==> config.mk <==
export PLATFORM = sky130hd
export DESIGN_NAME = i2c_master_memory_transfer
export DESIGN_NICKNAME = d
export VERILOG_FILES = /design/src/hw/rtl/i2cmt_pkg.sv /design/src/hw/rtl/i2cmt_seq.sv /design/src/hw/rtl/i2c_master_memory_transfer.sv
export SDC_FILE = /design/constraint.sdc
export NUM_CORES = 1
export LEC_CHECK = 0
export BUFFER_PORTS_ARGS = -buffer_cell sky130_fd_sc_hd__buf_2
export CELL_PAD_IN_SITES_DETAIL_PLACEMENT = 1
export CELL_PAD_IN_SITES_GLOBAL_PLACEMENT = 1
export CORE_MARGIN = 4
export CORE_UTILIZATION = 47
export DETAILED_ROUTE_END_ITERATION = 7
export PLACE_DENSITY_LB_ADDON = 0.12
export SKIP_CTS_REPAIR_TIMING = 1
export SLEW_MARGIN = 20
export SYNTH_ARGS = -nofsm -noshare
export SYNTH_HDL_FRONTEND = slang
export SYNTH_SLANG_ARGS = --single-unit
==> constraint.sdc <==
create_clock -name clock -period 10.55 [get_ports clock]
set_input_delay 2.11 -clock clock [delete_from_list [all_inputs] [get_ports clock]]
set_output_delay 2.11 -clock clock [all_outputs]
set_load 0.03 [all_outputs]
==> src/hw/rtl/i2cmt_pkg.sv <==
// ----------------------------------------------------------------------------
// i2cmt_pkg
// Shared types and constants for the I2C master memory transfer sequencer.
// ----------------------------------------------------------------------------
package i2cmt_pkg;

   // configuration register indexes
   localparam logic [1:0] CSR_EEPROM_DEV = 2'd0;
   localparam logic [1:0] CSR_CLOCK_DEV  = 2'd1;
   localparam logic [1:0] CSR_POLL_LIMIT = 2'd2;

   // configuration reset values
   localparam logic [7:0]  EEPROM_DEV_RESET = 8'hA0;
   localparam logic [7:0]  CLOCK_DEV_RESET  = 8'hD0;
   localparam logic [15:0] POLL_LIMIT_RESET = 16'd1000;

   // transfer kinds carried in the mode field
   localparam logic [2:0] MODE_EEPROM_RD = 3'd1;
   localparam logic [2:0] MODE_EEPROM_WR = 3'd2;
   localparam logic [2:0] MODE_CLOCK_RD  = 3'd3;
   localparam logic [2:0] MODE_CLOCK_WR  = 3'd4;

   typedef enum logic [3:0] {
      PH_IDLE,
      PH_START,
      PH_TX_SET,
      PH_TX_LO1,
      PH_TX_HI,
      PH_TX_LO2,
      PH_TX_REL,
      PH_POLL,
      PH_ACK_HI,
      PH_ACK_LO,
      PH_RX_LO,
      PH_RX_HI,
      PH_MACK_LO,
      PH_MACK_HI,
      PH_STOP
   } phase_type;

   typedef enum logic [2:0] {
      SG_START1,
      SG_DEV,
      SG_AHI,
      SG_ALO,
      SG_START2,
      SG_DEVR,
      SG_DATA,
      SG_STOP
   } stage_type;

   typedef struct packed {
      logic [7:0]  eeprom_dev;
      logic [7:0]  clock_dev;
      logic [15:0] poll_limit;
   } cfg_type;

   typedef struct packed {
      logic [2:0]  mode;
      logic [15:0] mem_address;
      logic [7:0]  byte_count;
      logic [7:0]  wr_data;
      logic        sda_sample;
   } req_type;

   typedef struct packed {
      logic       scl_level;
      logic       sda_drive;
      logic       sda_level;
      logic [7:0] rd_data;
      logic       rd_valid;
      logic       wr_taken;
      logic       busy_res;
      logic       done_res;
      logic       ack_error;
   } rsp_type;

endpackage

==> src/hw/rtl/i2cmt_seq.sv <==
// ----------------------------------------------------------------------------
// i2cmt_seq
// Bus sequencer: one tick per advance, holds the transfer state and produces
// the line levels and status of that tick.
// ----------------------------------------------------------------------------
module i2cmt_seq (
   input  logic              clock,
   input  logic              reset,
   input  logic              advance,
   input  i2cmt_pkg::cfg_type cfg,
   input  i2cmt_pkg::req_type item,
   output i2cmt_pkg::rsp_type result
);
   import i2cmt_pkg::*;

   typedef struct packed {
      stage_type  stage;
      phase_type  phase;
      logic       idle;
      logic       bit_load;
      logic [2:0] bit_val;
      logic [7:0] left;
      logic       shift_clr;
   } ent_type;

   phase_type   phase_ff, phase_in, c_phase;
   stage_type   stage_ff, stage_in, c_stage;
   logic [2:0]  bit_ff, bit_in, c_bit;
   logic [7:0]  shift_ff, shift_in;
   logic [7:0]  left_ff, left_in, c_left;
   logic [15:0] addr_ff, addr_in, c_addr;
   logic        rd_ff, rd_in, c_rd;
   logic        ee_ff, ee_in, c_ee;
   logic [15:0] poll_ff, poll_in, c_poll;
   logic        err_ff, err_in, c_err;
   logic [15:0] poll_inc;
   logic [7:0]  dev;
   logic        cur_bit;
   logic        starting;
   ent_type     nxt;

   function automatic ent_type enter_fn(input stage_type s, input logic [7:0] left,
                                        input logic rd);
      ent_type e;
      e = '{stage: s, phase: PH_TX_SET, idle: 1'b0, bit_load: 1'b0, bit_val: 3'd0,
            left: left, shift_clr: 1'b0};
      case (s)
         SG_START1, SG_START2: begin
            e.phase    = PH_START;
            e.bit_load = 1'b1;
         end
         SG_DATA: begin
            if (left == 8'd0) begin
               e.stage    = SG_STOP;
               e.phase    = PH_STOP;
               e.bit_load = 1'b1;
            end else begin
               e.left = left - 8'd1;
               if (rd) begin
                  e.phase     = PH_RX_LO;
                  e.bit_load  = 1'b1;
                  e.bit_val   = 3'd7;
                  e.shift_clr = 1'b1;
               end
            end
         end
         SG_STOP: begin
            e.phase    = PH_STOP;
            e.bit_load = 1'b1;
         end
         default: e.phase = PH_TX_SET;
      endcase
      return e;
   endfunction

   function automatic ent_type next_fn(input stage_type s, input logic ee, input logic rd,
                                       input logic [7:0] left);
      ent_type e;
      e = '{stage: s, phase: PH_IDLE, idle: 1'b1, bit_load: 1'b0, bit_val: 3'd0,
            left: left, shift_clr: 1'b0};
      case (s)
         SG_START1: e = enter_fn(SG_DEV, left, rd);
         SG_DEV:    e = enter_fn(ee ? SG_AHI : SG_ALO, left, rd);
         SG_AHI:    e = enter_fn(SG_ALO, left, rd);
         SG_ALO:    e = enter_fn(rd ? SG_START2 : SG_DATA, left, rd);
         SG_START2: e = enter_fn(SG_DEVR, left, rd);
         SG_DEVR:   e = enter_fn(SG_DATA, left, rd);
         SG_DATA:   e = enter_fn(SG_DATA, left, rd);
         default:   e.idle = 1'b1;
      endcase
      return e;
   endfunction

   // a transfer request on an idle tick loads the context and begins the start
   assign starting = (phase_ff == PH_IDLE) && (item.mode >= MODE_EEPROM_RD) &&
                     (item.mode <= MODE_CLOCK_WR);

   always_comb begin
      c_phase = starting ? PH_START : phase_ff;
      c_stage = starting ? SG_START1 : stage_ff;
      c_bit   = starting ? 3'd0 : bit_ff;
      c_left  = starting ? item.byte_count : left_ff;
      c_addr  = starting ? item.mem_address : addr_ff;
      c_rd    = starting ? (item.mode == MODE_EEPROM_RD || item.mode == MODE_CLOCK_RD)
                         : rd_ff;
      c_ee    = starting ? (item.mode == MODE_EEPROM_RD || item.mode == MODE_EEPROM_WR)
                         : ee_ff;
      c_poll  = starting ? 16'd0 : poll_ff;
      c_err   = starting ? 1'b0 : err_ff;
   end

   assign dev      = c_ee ? cfg.eeprom_dev : cfg.clock_dev;
   assign cur_bit  = shift_ff[c_bit];
   assign poll_inc = c_poll + 16'd1;
   assign nxt      = next_fn(c_stage, c_ee, c_rd, c_left);

   // next state
   always_comb begin
      phase_in = c_phase;
      stage_in = c_stage;
      bit_in   = c_bit;
      shift_in = shift_ff;
      left_in  = c_left;
      addr_in  = c_addr;
      rd_in    = c_rd;
      ee_in    = c_ee;
      poll_in  = c_poll;
      err_in   = c_err;
      case (c_phase)
         PH_IDLE: begin
         end
         PH_START: begin
            if (c_bit >= 3'd5) begin
               phase_in = nxt.phase;
               stage_in = nxt.stage;
               left_in  = nxt.left;
               if (nxt.bit_load) bit_in = nxt.bit_val;
               if (nxt.shift_clr) shift_in = 8'd0;
            end else begin
               bit_in = c_bit + 3'd1;
            end
         end
         PH_TX_SET: begin
            case (c_stage)
               SG_DEV:  shift_in = dev;
               SG_AHI:  shift_in = c_addr[15:8];
               SG_ALO:  shift_in = c_addr[7:0];
               SG_DEVR: shift_in = dev | 8'h01;
               default: shift_in = item.wr_data;
            endcase
            bit_in   = 3'd7;
            phase_in = PH_TX_LO1;
         end
         PH_TX_LO1: phase_in = PH_TX_HI;
         PH_TX_HI:  phase_in = PH_TX_LO2;
         PH_TX_LO2: begin
            if (c_bit == 3'd0) begin
               phase_in = PH_TX_REL;
            end else begin
               bit_in   = c_bit - 3'd1;
               phase_in = PH_TX_LO1;
            end
         end
         PH_TX_REL: begin
            poll_in  = 16'd0;
            phase_in = PH_POLL;
         end
         PH_POLL: begin
            if (!item.sda_sample) begin
               phase_in = PH_ACK_HI;
            end else begin
               poll_in = poll_inc;
               // ack timeout skips the acknowledge clock pulse
               if (poll_inc >= cfg.poll_limit) begin
                  err_in   = 1'b1;
                  phase_in = nxt.phase;
                  stage_in = nxt.stage;
                  left_in  = nxt.left;
                  if (nxt.bit_load) bit_in = nxt.bit_val;
                  if (nxt.shift_clr) shift_in = 8'd0;
               end
            end
         end
         PH_ACK_HI: phase_in = PH_ACK_LO;
         PH_ACK_LO, PH_MACK_HI: begin
            phase_in = nxt.phase;
            stage_in = nxt.stage;
            left_in  = nxt.left;
            if (nxt.bit_load) bit_in = nxt.bit_val;
            if (nxt.shift_clr) shift_in = 8'd0;
         end
         PH_RX_LO: phase_in = PH_RX_HI;
         PH_RX_HI: begin
            shift_in = {shift_ff[6:0], item.sda_sample};
            if (c_bit == 3'd0) begin
               phase_in = PH_MACK_LO;
            end else begin
               bit_in   = c_bit - 3'd1;
               phase_in = PH_RX_LO;
            end
         end
         PH_MACK_LO: phase_in = PH_MACK_HI;
         PH_STOP: begin
            if (c_bit >= 3'd5) begin
               phase_in = PH_IDLE;
               stage_in = SG_START1;
            end else begin
               bit_in = c_bit + 3'd1;
            end
         end
         default: begin
            phase_in = PH_IDLE;
            stage_in = SG_START1;
         end
      endcase
   end

   // line levels and status of this tick
   always_comb begin
      result           = '0;
      result.busy_res  = (c_phase != PH_IDLE);
      result.ack_error = err_in;
      case (c_phase)
         PH_START: begin
            result.scl_level = (c_bit == 3'd3) || (c_bit == 3'd4);
            result.sda_drive = (c_bit != 3'd0);
            result.sda_level = (c_bit >= 3'd1) && (c_bit <= 3'd3);
         end
         PH_TX_SET: begin
            result.sda_drive = 1'b1;
            result.wr_taken  = (c_stage != SG_DEV) && (c_stage != SG_AHI) &&
                               (c_stage != SG_ALO) && (c_stage != SG_DEVR);
         end
         PH_TX_LO1, PH_TX_LO2: begin
            result.sda_drive = 1'b1;
            result.sda_level = cur_bit;
         end
         PH_TX_HI: begin
            result.scl_level = 1'b1;
            result.sda_drive = 1'b1;
            result.sda_level = cur_bit;
         end
         PH_ACK_HI: result.scl_level = 1'b1;
         PH_RX_HI: begin
            result.scl_level = 1'b1;
            if (c_bit == 3'd0) begin
               result.rd_valid = 1'b1;
               result.rd_data  = {shift_ff[6:0], item.sda_sample};
            end
         end
         PH_MACK_LO: result.sda_drive = (c_left != 8'd0);
         PH_MACK_HI: begin
            result.scl_level = 1'b1;
            result.sda_drive = (c_left != 8'd0);
         end
         PH_STOP: begin
            result.scl_level = (c_bit == 3'd2) || (c_bit == 3'd3);
            result.sda_drive = (c_bit < 3'd5);
            result.sda_level = (c_bit == 3'd3) || (c_bit == 3'd4);
            result.done_res  = (c_bit >= 3'd5);
         end
         default: begin
         end
      endcase
   end

   always_ff @(posedge clock) begin
      if (reset) begin
         phase_ff <= PH_IDLE;
         stage_ff <= SG_START1;
         bit_ff   <= 3'd0;
         shift_ff <= 8'd0;
         left_ff  <= 8'd0;
         addr_ff  <= 16'd0;
         rd_ff    <= 1'b0;
         ee_ff    <= 1'b0;
         poll_ff  <= 16'd0;
         err_ff   <= 1'b0;
      end else if (advance) begin
         phase_ff <= phase_in;
         stage_ff <= stage_in;
         bit_ff   <= bit_in;
         shift_ff <= shift_in;
         left_ff  <= left_in;
         addr_ff  <= addr_in;
         rd_ff    <= rd_in;
         ee_ff    <= ee_in;
         poll_ff  <= poll_in;
         err_ff   <= err_in;
      end
   end

endmodule

==> src/hw/rtl/i2c_master_memory_transfer.sv <==
// ----------------------------------------------------------------------------
// i2c_master_memory_transfer
// I2C master for EEPROM and real-time-clock reads and writes, one bus tick
// per input transfer.
// ----------------------------------------------------------------------------
// Output: a tick's result is registered and sits in the output register from the
// cycle after its transfer.
// Throughput: one tick per cycle while rsp_tready is high; a held result
// blocks req_tready, and a new tick is taken in the cycle the held one drains.
// Reset: synchronous, active high; sequencer goes idle, registers return to
// device bytes 0xA0 / 0xD0 and an ack poll limit of 1000.
module i2c_master_memory_transfer (
   input  logic        clock,
   input  logic        reset,
   // input ticks
   input  logic        req_tvalid,
   output logic        req_tready,
   input  logic [39:0] req_tdata,  // mem_address, byte_count, wr_data, sda_sample, pad
   input  logic [2:0]  req_tuser,  // mode
   // per-tick results
   output logic        rsp_tvalid,
   input  logic        rsp_tready,
   // scl_level, sda_drive, sda_level, rd_data, rd_valid, wr_taken, busy_res,
   // ack_error, pad
   output logic [15:0] rsp_tdata,
   output logic        rsp_tlast,  // done_res
   // register writes
   input  logic        csr_valid,
   output logic        csr_ready,
   input  logic [1:0]  csr_index,
   input  logic [15:0] csr_data
);
   import i2cmt_pkg::*;

   cfg_type cfg_ff;
   req_type item;
   rsp_type result;
   rsp_type rsp_ff;
   logic    rsp_valid_ff;
   logic    advance;

   assign csr_ready = 1'b1;

   always_ff @(posedge clock) begin
      if (reset) begin
         cfg_ff.eeprom_dev <= EEPROM_DEV_RESET;
         cfg_ff.clock_dev  <= CLOCK_DEV_RESET;
         cfg_ff.poll_limit <= POLL_LIMIT_RESET;
      end else if (csr_valid && csr_ready) begin
         case (csr_index)
            CSR_EEPROM_DEV: cfg_ff.eeprom_dev <= csr_data[7:0];
            CSR_CLOCK_DEV:  cfg_ff.clock_dev  <= csr_data[7:0];
            CSR_POLL_LIMIT: cfg_ff.poll_limit <= csr_data;
            default: begin
            end
         endcase
      end
   end

   assign item.mode        = req_tuser;
   assign item.mem_address = req_tdata[15:0];
   assign item.byte_count  = req_tdata[23:16];
   assign item.wr_data     = req_tdata[31:24];
   assign item.sda_sample  = req_tdata[32];

   assign req_tready = !rsp_valid_ff || rsp_tready;
   assign advance    = req_tvalid && req_tready;

   i2cmt_seq u_seq (
      .clock   (clock),
      .reset   (reset),
      .advance (advance),
      .cfg     (cfg_ff),
      .item    (item),
      .result  (result)
   );

   always_ff @(posedge clock) begin
      if (reset) begin
         rsp_valid_ff <= 1'b0;
      end else if (advance) begin
         rsp_valid_ff <= 1'b1;
      end else if (rsp_tready) begin
         rsp_valid_ff <= 1'b0;
      end
   end

   always_ff @(posedge clock) begin
      if (advance) begin
         rsp_ff <= result;
      end
   end

   assign rsp_tvalid = rsp_valid_ff;
   assign rsp_tlast  = rsp_ff.done_res;
   assign rsp_tdata  = {1'b0, rsp_ff.ack_error, rsp_ff.busy_res, rsp_ff.wr_taken,
                        rsp_ff.rd_valid, rsp_ff.rd_data, rsp_ff.sda_level,
                        rsp_ff.sda_drive, rsp_ff.scl_level};

   // every accepted tick leaves a result in the output register
   assert property (@(posedge clock) disable iff (reset)
      (req_tvalid && req_tready) |=> rsp_tvalid)
      else $error("accepted tick left no result");

   // sda is never shown high while released
   assert property (@(posedge clock) disable iff (reset)
      rsp_tvalid |-> !(rsp_tdata[2] && !rsp_tdata[1]))
      else $error("sda level set while released");

   // a read byte completes only on an scl high tick of a busy transfer
   assert property (@(posedge clock) disable iff (reset)
      (rsp_tvalid && rsp_tdata[11]) |-> (rsp_tdata[0] && rsp_tdata[13]))
      else $error("read byte outside scl high tick");

   // the stop tick belongs to a transfer, shows scl low and releases sda
   assert property (@(posedge clock) disable iff (reset)
      (rsp_tvalid && rsp_tlast) |-> (rsp_tdata[13] && !rsp_tdata[0] && !rsp_tdata[1]))
      else $error("malformed stop tick");

endmodule
---- Word level (Yosys, flattened, before mapping) ----
Index checks and enable logic that the tools add are counted.
word-level totals
  word-level logic and storage cells ...... 192
  output and inout port bits .............. 20
  bits of input ports ..................... 66
  register bits after elaboration ......... 110
operators by class
  reductions and logical operators ........ 43
  muxes and demuxes ....................... 73
  eq/ne operators ......................... 41
  $lt $le $gt $ge ......................... 8
  add/sub/neg operators ................... 4
operators by type and width
  cell                     number
  $mux W8                  9
  $pmux W4 S14             1
  $mux W3                  18
  $mux W16                 3
  $pmux W7 S6              1
  $pmux W8 S5              1
  $pmux W13 S3             1
  $mux W12                 3
  $mux W4                  8
  $pmux W16 S2             1
  $pmux W8 S4              1
  $eq A3 B3 Y1 const B     10
  $eq A4 B4 Y1 const B     7
  $pmux W4 S3              2
  $pmux W8 S3              1
  $eq A3 B2 Y1 const B     6
  $pmux W3 S6              1
  $add A16 B1 Y16 const B  1
  $eq A4 B3 Y1 const B     4
  $ge A16 B16 Y1           1
  $pmux W3 S5              1
  $mux W1                  14
  $logic_not A3 Y1         4
  $reduce_or A2 Y1         6
  other kinds (40)         64

---- Logic depth before layout (Yosys ltp) ----
Gate-level depths: netlist (run 1).
  depth in word-level cells ............... 13
  depth in mapped cells ................... 21

---- By module ----
A second synthesis (run 1) with hierarchy kept.
unflattened totals
  cells, all modules ...................... 886
  area total of the unflattened synthesis .. 7130.6 um^2
by module, submodules not included
  module                      times used  cells each  seq. area each (um^2)  area each (um^2)
  i2cmt_seq                   1           731         1221.2                 5252.5
  i2c_master_memory_transfer  1           155         1141.1                 1878.1

---- Worst setup path after synthesis (run 1) ----
No wires, ideal clock.
  path type ............................... input to register
  start point ............................. input port req_tuser[2]
  end point ............................... register u_seq.shift_ff[5]
  cell stages on the path ................. 20
  path slack .............................. 4.257 ns
  setup time .............................. 0.086 ns
  arrival time ............................ 6.207 ns
  path through ............................ or3_1 -> nand3_1 -> clkbuf_1 -> clkbuf_1 -> and2_1 -> ha_1 -> nand2_1 -> a311oi_1 -> nand2_1 -> xor2_1 -> nor2_1 -> ha_1 -> o2111ai_1 -> a311oi_1 -> or2_2 -> o211ai_1 -> a311oi_2 -> buf_4 -> nor2_1 -> a211oi_1
on the way
  word-level cells in the longest chain between the ends .. 12
  elaborated cells between the ends (all ways) .. 55
  those cells by class .................... add/sub (1); order compare (4); eq/ne (19); mux (22); reduce/logical (9)
RTL lines
  item                                                                      line                              RTL
  from (decl)                                                               i2c_master_memory_transfer.sv:19  input logic [2:0] req_tuser,
  parallel branches: the longest is 12 deep, another holds $add A16 B1 Y16  -
  to (signal assigned)                                                      i2cmt_seq.sv:283                  shift_ff <= shift_in;
  to (decl)                                                                 i2cmt_seq.sv:29                   logic [7:0] shift_ff, shift_in;
Several ways; the timed one is not identified. The select of a mux whose other input is x is not followed.
A chain may end at the register's enable or synchronous reset.

---- Worst setup path in the final report (run 1) ----
  start point ............................. input port req_tuser[2]
  end point ............................... register u_seq.shift_ff[1]
Same word-level chain as after synthesis.

==> run metrics, run 1 <==
pin count of the biggest net entering global routing 77; power after layout between 900 and 1000 uW; post-route ant nets 0; vias in the first global route slightly below 7000; initial antenna violation count 0; Post-route DRC 0; number of max-slew violations in the final report 0; FFs w/ async S/R, synth 0; average via count per standard cell 6.199; global routing usage summed across all routing layers 0.2591; Crit Path Category primary input to flop; arrival time at the worst endpoint 6.88 ns; count of different cell masters after synthesis 75; area of the core region ~14000 sq um; yosys warns 0; element type at the critical path start primary input; clock buffers created by TritonCTS 9; I/O pin count 86; post-detailed-route wirelength per cell just under 20 um; routed wire length between 20 and 25 mm; wire length of the first global-routing pass ~35 mm; setup total negative slack 0 ns; maximum capacitance violations 0; transition time of the tightest slew-check pin slightly above 1 ns; dpl ws between 3 and 4 ns; achievable clock frequency around 150 MHz; Slew HR 0.3168; via total after detailed routing ~6700; Die Footprint between 15000 and 20000 sq um; RePlAce Congestion between 0.9 and 1; Min-Delay Path Class flop to flop; floorplan die width ~130 um; count of H-tree levels built during CTS 3; worst-skew pair later-pin latency 0.36 ns; standard cell with the maximum stage delay on the critical path a311oi_2; gate count of the mapped netlist between 800 and 900; deepest clock path buffer count 2; initial DRC count around 510; first-pass iteration count of the detailed router 5; commonest register cell after synthesis dfxtp_1; Critical Path End Type flop; Final Cycle Share 0.6266; critical-path cell list buf_2 -> or3_1 -> nand3_1 -> and2_1 -> ha_1 -> nand2_1 -> a311oi_1 -> nand2_1 -> xor2_1 -> nor2_1 -> ha_1 -> o2111ai_1 -> a311oi_1 -> or2_2 -> o211ai_1 -> a311oi_2 -> nor2_1 -> a211oi_1; sequential element share of the synthesized area 0.3465; Final Instance Area 7518 sq um; number of hold violations in the final report 0; required time at the endpoint of the critical path between 10 and 15 ns; input/output buffers 76; final period demand of the worst path roughly 6.6 ns; vertical extent of the die between 100 and 150 um; post-synthesis net count about 940; worst stage delay on the critical path about 0.9 ns; status completed; total standard cell area after synthesis about 6800 sq um; estimated wirelength of the detail-placed design about 15 mm; register-to-register setup slack roughly 5.2 ns; Layout Nets a little under 1000; number of inserted diodes 0; Setup Skew approximately 0.0077 ns; clock tree from TritonCTS done; sinks on the clock net 110; power density relative to cell area between 100 and 150 nW/um^2; cell leakage power ~0.0029 uW; register bit count reported by yosys 110; area grow syn2layout 10.28%; Worst-path clk slew 0.08 ns; average cell area after synthesis about 8.0 sq um; unrepaired setup endpoints after global routing false; root buffer cell clkbuf_16; Finish-stage setup viols 0; Initial Util 0.4855; total placed instance area between 7000 and 8000 sq um; count of flip-flops with a built-in enable after synthesis 16; fraction of final layout cells with drive strength greater than 1 0.1544; number of core rows 43; setup slack after layout approximately 3.9 ns; maximum ir drop on the vdd rail ~74 uV; Critical Path Fanout Max 16; overflow left after global routing 0
[worst paths after layout]
check / depth (start not counted) / startpoint / end
max: 18 / req_tuser[2] / u_seq.shift_ff[1]
min: 2 / cfg_ff[1] / cfg_ff[1]
min reg2reg: 2 / cfg_ff[1] / cfg_ff[1]
max reg2reg: 16 / u_seq.phase_ff[0] / u_seq.shift_ff[1]
[synth_stat cells (4+ instances only)]
cell type | n | area [sq um]
buf_2 | 4 | 20.02
nand2_1 | 122 | 457.9
nor3b_1 | 4 | 30.03
buf_1 | 4 | 15.01
nand3_1 | 24 | 120.1
nor2_1 | 79 | 296.5
clkbuf_1 | 35 | 131.4
buf_6 | 5 | 56.30
a311oi_1 | 4 | 35.03
a32oi_1 | 4 | 35.03
buf_4 | 6 | 45.04
or3_1 | 5 | 31.28
a21oi_1 | 83 | 415.4
ha_1 | 26 | 325.3
nand4_1 | 5 | 31.28
o21ai_0 | 44 | 220.2
xor2_1 | 5 | 43.79
nand3b_1 | 5 | 37.54
nor3_1 | 19 | 95.09
nand2b_1 | 5 | 31.28
dfxtp_1 | 94 | 1882
o31ai_1 | 4 | 30.03
and3_1 | 14 | 87.58
o211ai_1 | 17 | 127.6
inv_1 | 30 | 112.6
and2_1 | 4 | 25.02
a211oi_1 | 14 | 105.1
o221ai_1 | 9 | 78.83
a31oi_1 | 7 | 43.79
xnor2_1 | 8 | 70.07
mux2i_1 | 39 | 390.4
a22oi_1 | 11 | 82.58
mux2_2 | 10 | 112.6
o21ai_1 | 8 | 40.04
nor2b_1 | 6 | 37.54
edfxtp_1 | 16 | 480.5
or2_2 | 4 | 25.02
[placed cells by master, fill, tap and decap left out, types with 4 or more instances in the layout]
master     netlist  routed
a211oi_1        14      14
a21oi_1         83      83
a22oi_1         11      11
a311oi_1         4       4
a31oi_1          7       7
a32oi_1          4       4
and2_1           4       4
and3_1          14      14
buf_2            4      76
buf_4            6       9
clkbuf_16        0       9
dfxtp_1         94      94
edfxtp_1        16      16
ha_1            26      26
inv_1           30      30
mux2_2          10      10
mux2i_1         39      39
nand2_1        122     122
nand2b_1         5       5
nand3_1         24      24
nand3b_1         5       5
nand4_1          5       5
nor2_1          79      78
nor2b_1          6       6
nor3_1          19      19
nor3b_1          4       4
o211ai_1        17      17
o21ai_0         44      44
o21ai_1          8       7
o221ai_1         9       9
o31ai_1          4       4
or2_2            4       4
or3_1            5       5
xnor2_1          8       8
xor2_1           5       5
[layer usage]
layer  vias up  track usage  part of all wire
li1       3161            -                 -
met1      3292       0.3269              0.43
met2       182       0.4618              0.51
met3        23      0.02947             0.041
met4         0      0.08177             0.015
met5         -            0                 0
[sequential cells by signal, summed over array words and instances, names as in the netlist]
signal,flops
cfg_ff,32
u_seq.addr_ff,16
u_seq.poll_ff,16
rsp_tdata,15
u_seq.left_ff,8
u_seq.shift_ff,8
u_seq.phase_ff,4
u_seq.bit_ff,3
u_seq.stage_ff,3
rsp_tlast,1
rsp_tvalid,1
u_seq.ee_ff,1
u_seq.err_ff,1
u_seq.rd_ff,1
[critical path, delay by kind of cell]
kind | cells | cell delay, ns
XOR/XNOR | 1 | 0.18
adder cells (fa/ha/maj) | 2 | 0.42
AO/OA/AOI/OAI | 6 | 2.53
buffers and inverters | 1 | 0.15
AND/OR/NAND/NOR | 8 | 1.50
[report_power, final]
| part | total, uW | switching, uW | internal, uW |
|---|---|---|---|
| clock network | 346 | 180 | 166 |
| logic | 161 | 107 | 54.0 |
| registers | 451 | 10.3 | 440 |
[per-stage QoR]
stage | hold WS (ns) | utilization | cells
final | 0.4561 | 0.5354 | 1074
after global routing | 0.4836 | 0.5354 | 1074
after CTS | 0.4596 | 0.5350 | 1074
after floorplan | 0.4329 | - | 847
after global placement | 0.4406 | 0.5144 | 1058
after detailed placement | 0.4486 | 0.5144 | 1058
[cell type report]
class | instances | area [sq um]
clock buffer | 9 | 225.2
clock inverter | 7 | 63.81
fill | 1745 | 6524
inverter | 31 | 116.4
multi-input combinational | 652 | 4078
sequential | 110 | 2362
tap | 180 | 225.2
timing repair buffer | 85 | 447.9
[kinds of logic after synthesis]
group                      share of synthesized area
AOI/OAI and AO/OA                             0.2336
xor gates and xnor gates                     0.01670
adders and majority gates                    0.04771
buffers and inverters                        0.05634
DFF                                           0.3465
muxes                                        0.07799
other                                       0.001102
and+or+nand+nor                               0.2200
No activity file was read; power rests on OpenSTA's default activity.
==> inputs of run 2 (changes only) <==
--- a/config.mk
+++ b/config.mk
@@ -9,7 +9,7 @@
 export CELL_PAD_IN_SITES_DETAIL_PLACEMENT = 1
 export CELL_PAD_IN_SITES_GLOBAL_PLACEMENT = 1
 export CORE_MARGIN = 4
-export CORE_UTILIZATION = 47
+export CORE_UTILIZATION = 44
 export DETAILED_ROUTE_END_ITERATION = 7
 export PLACE_DENSITY_LB_ADDON = 0.12
 export SKIP_CTS_REPAIR_TIMING = 1
==> constraint.sdc (replaced) <==
create_clock -name clock -period 6.6 [get_ports clock]
set_input_delay 1.32 -clock clock [delete_from_list [all_inputs] [get_ports clock]]
set_output_delay 1.32 -clock clock [all_outputs]
set_load 0.03 [all_outputs]
==> run metrics, run 2 (synthesis results as in run 1) <==
status completed; input/output buffers 76; wire length of the first global-routing pass 34.58 mm; required time at the endpoint of the critical path between 6 and 7 ns; number of cells on the worst reg-to-reg path 17; post-detailed-route wirelength per cell ~19 um; clock share of power 0.366; vertical extent of the die approximately 130 um; clock buffers created by TritonCTS 9; arrival time at the worst endpoint 6.01 ns; Worst-path clk slew 0.08 ns; initial antenna violation count 0; setup total negative slack 0 ns; R2R Path Start u_seq.phase_ff[1]; Crit Path Category primary input to flop; Final Cycle Share 0.8729; register-to-register setup slack about 1.4 ns; RePlAce Congestion slightly below 0.9; floorplan die width around 130 um; number of hold violations in the final report 0; via total after detailed routing 6573; area of the core region 15200 sq um; proportion of power drawn by flip-flops and latches 0.468; clock tree from TritonCTS done; maximum ir drop on the vdd rail 107.9 uV; global routing usage summed across all routing layers 0.2390; estimated wirelength of the detail-placed design ~16 mm; element type at the critical path start primary input; achievable clock frequency between 150 and 200 MHz; transition time of the tightest slew-check pin around 1.2 ns; most common cell after layout, fill and taps aside nand2_1; average via count per standard cell around 6.1; Die Footprint 17550 sq um; worst hold slack between 0.4 and 0.5 ns; vias in the first global route between 6000 and 7000; most frequent cells in the layout nand2_1 (122), dfxtp_1 (94), a21oi_1 (83); total placed instance area 7263 sq um; final core occ 0.4976; Min-Delay Path Class flop to flop; Initial Util 0.4485; switching part of the total power 0.3100; maximum capacitance violations 0; Final Instance Area 7565 sq um; count of H-tree levels built during CTS 3; max reg flops 32; Layout Nets between 900 and 1000; worst-skew pair later-pin latency 0.36 ns; largest reg by FF count cfg_ff; sinks on the clock net between 100 and 150; Post-route DRC 0; share of total power in combinational logic 0.166; Finish-stage setup viols 0; Worst Hold End cfg_ff[2]; Slew HR 0.2167; leading registers by flop count cfg_ff (32), u_seq.addr_ff (16), u_seq.poll_ff (16); final period demand of the worst path slightly below 6 ns; pin count of the biggest net entering global routing slightly below 80; deepest clock path buffer count 2; root buffer cell clkbuf_16; area grow syn2layout 10.96%; number of core rows 45; unrepaired setup endpoints after global routing false; startpoint of the most critical hold path cfg_ff[2]; overflow left after global routing 0; I/O pin count 86; cell leakage power about 0.0030 uW; Critical Path End Type flop; Critical Path Fanout Max 16; Internal Power around 1100 uW; routed wire length 21.11 mm; Setup Skew approximately 0.012 ns; first-pass iteration count of the detailed router 5; initial DRC count approximately 400; P_sw roughly 480 uW; Cells on Worst Hold Path 2; number of inserted diodes 0; critical register-to-register path endpoint u_seq.shift_ff[2]; post-route ant nets 0; fraction of final layout cells with drive strength greater than 1 0.1570; power density relative to cell area just over 200 nW/um^2; # fillers 1862; number of max-slew violations in the final report 0
-- run 2: changes by cell type in the layout (fill, tap and decap cells not counted) --
cell | previous run | this run
inv_8 | 1 | 3
buf_4 | 9 | 13
clkinv_8 | 1 | 0
nor2_2 | 1 | 0
inv_6 | 3 | 1
clkinv_2 | 2 | 1
nor2_1 | 78 | 79
inv_12 | 0 | 1
clkinv_4 | 0 | 1
-- run 2: area by class of cell --
cell class | instances | area [sq um] | share of cell area
Timing Repair Buffer | 89 | 478.0 | 0.06318
Inverter | 31 | 116.4 | 0.01538
Sequential cell | 110 | 2362 | 0.3123
Tap cell | 188 | 235.2 | 0.03109
Clock inverter | 7 | 72.57 | 0.009593
Clock buffer | 9 | 225.2 | 0.02977
Multi-Input combinational cell | 652 | 4075 | 0.5387
-- run 2: power groups by stage --
stage	clock network [uW]	logic, uW	registers, uW
after floorplan	0	164	742
after global placement	0	244	734
after detailed placement	0	253	735
after CTS	575	255	720
after global routing	601	280	724
final	564	255	720
-- run 2: per-layer routing --
layer	part of all wire	GRT usage
met1	0.45	0.3072
met5	0	0
met3	0.037	0.02890
met2	0.49	0.4144
met4	0.026	0.08487
-- run 2: through the flow --
step / power (uW) / setup WS [ns] / instances
after floorplan: 906.1 / 1.097 / 847
after global placement: 977.8 / 0.7028 / 1070
after detailed placement: 988.4 / 0.4913 / 1070
after CTS: 1550 / 0.8215 / 1086
after global routing: 1605 / 0.3839 / 1086
final: 1540 / 0.8389 / 1086
-- run 2: worst max path at each step --
stage / start / end / slack (ns) / cells after the start
3_3_place_gp: req_tuser[2] / u_seq.shift_ff[0] / 0.70 / 18
3_5_place_dp: req_tuser[2] / u_seq.shift_ff[2] / 0.49 / 18
2_1_floorplan: req_tuser[2] / u_seq.shift_ff[5] / 1.10 / 20
5_1_grt: req_tuser[2] / u_seq.shift_ff[1] / 0.38 / 18
6_report: req_tuser[2] / u_seq.shift_ff[2] / 0.84 / 18
4_1_cts: req_tuser[2] / u_seq.shift_ff[2] / 0.82 / 18
-- run 2: worst max-delay path, cell delays in order --
cell,delay [ns]
buf_2,0.15
or3_1,0.40
nand3_1,0.17
and2_1,0.22
ha_1,0.20
nand2_1,0.08
nor4_1,0.54
and3_1,0.32
xnor2_1,0.14
nor2_1,0.07
ha_1,0.29
nand2_1,0.06
o21ai_0,0.35
or2_2,0.20
o211ai_1,0.15
a311oi_2,0.95
nor2_1,0.10
a211oi_1,0.30
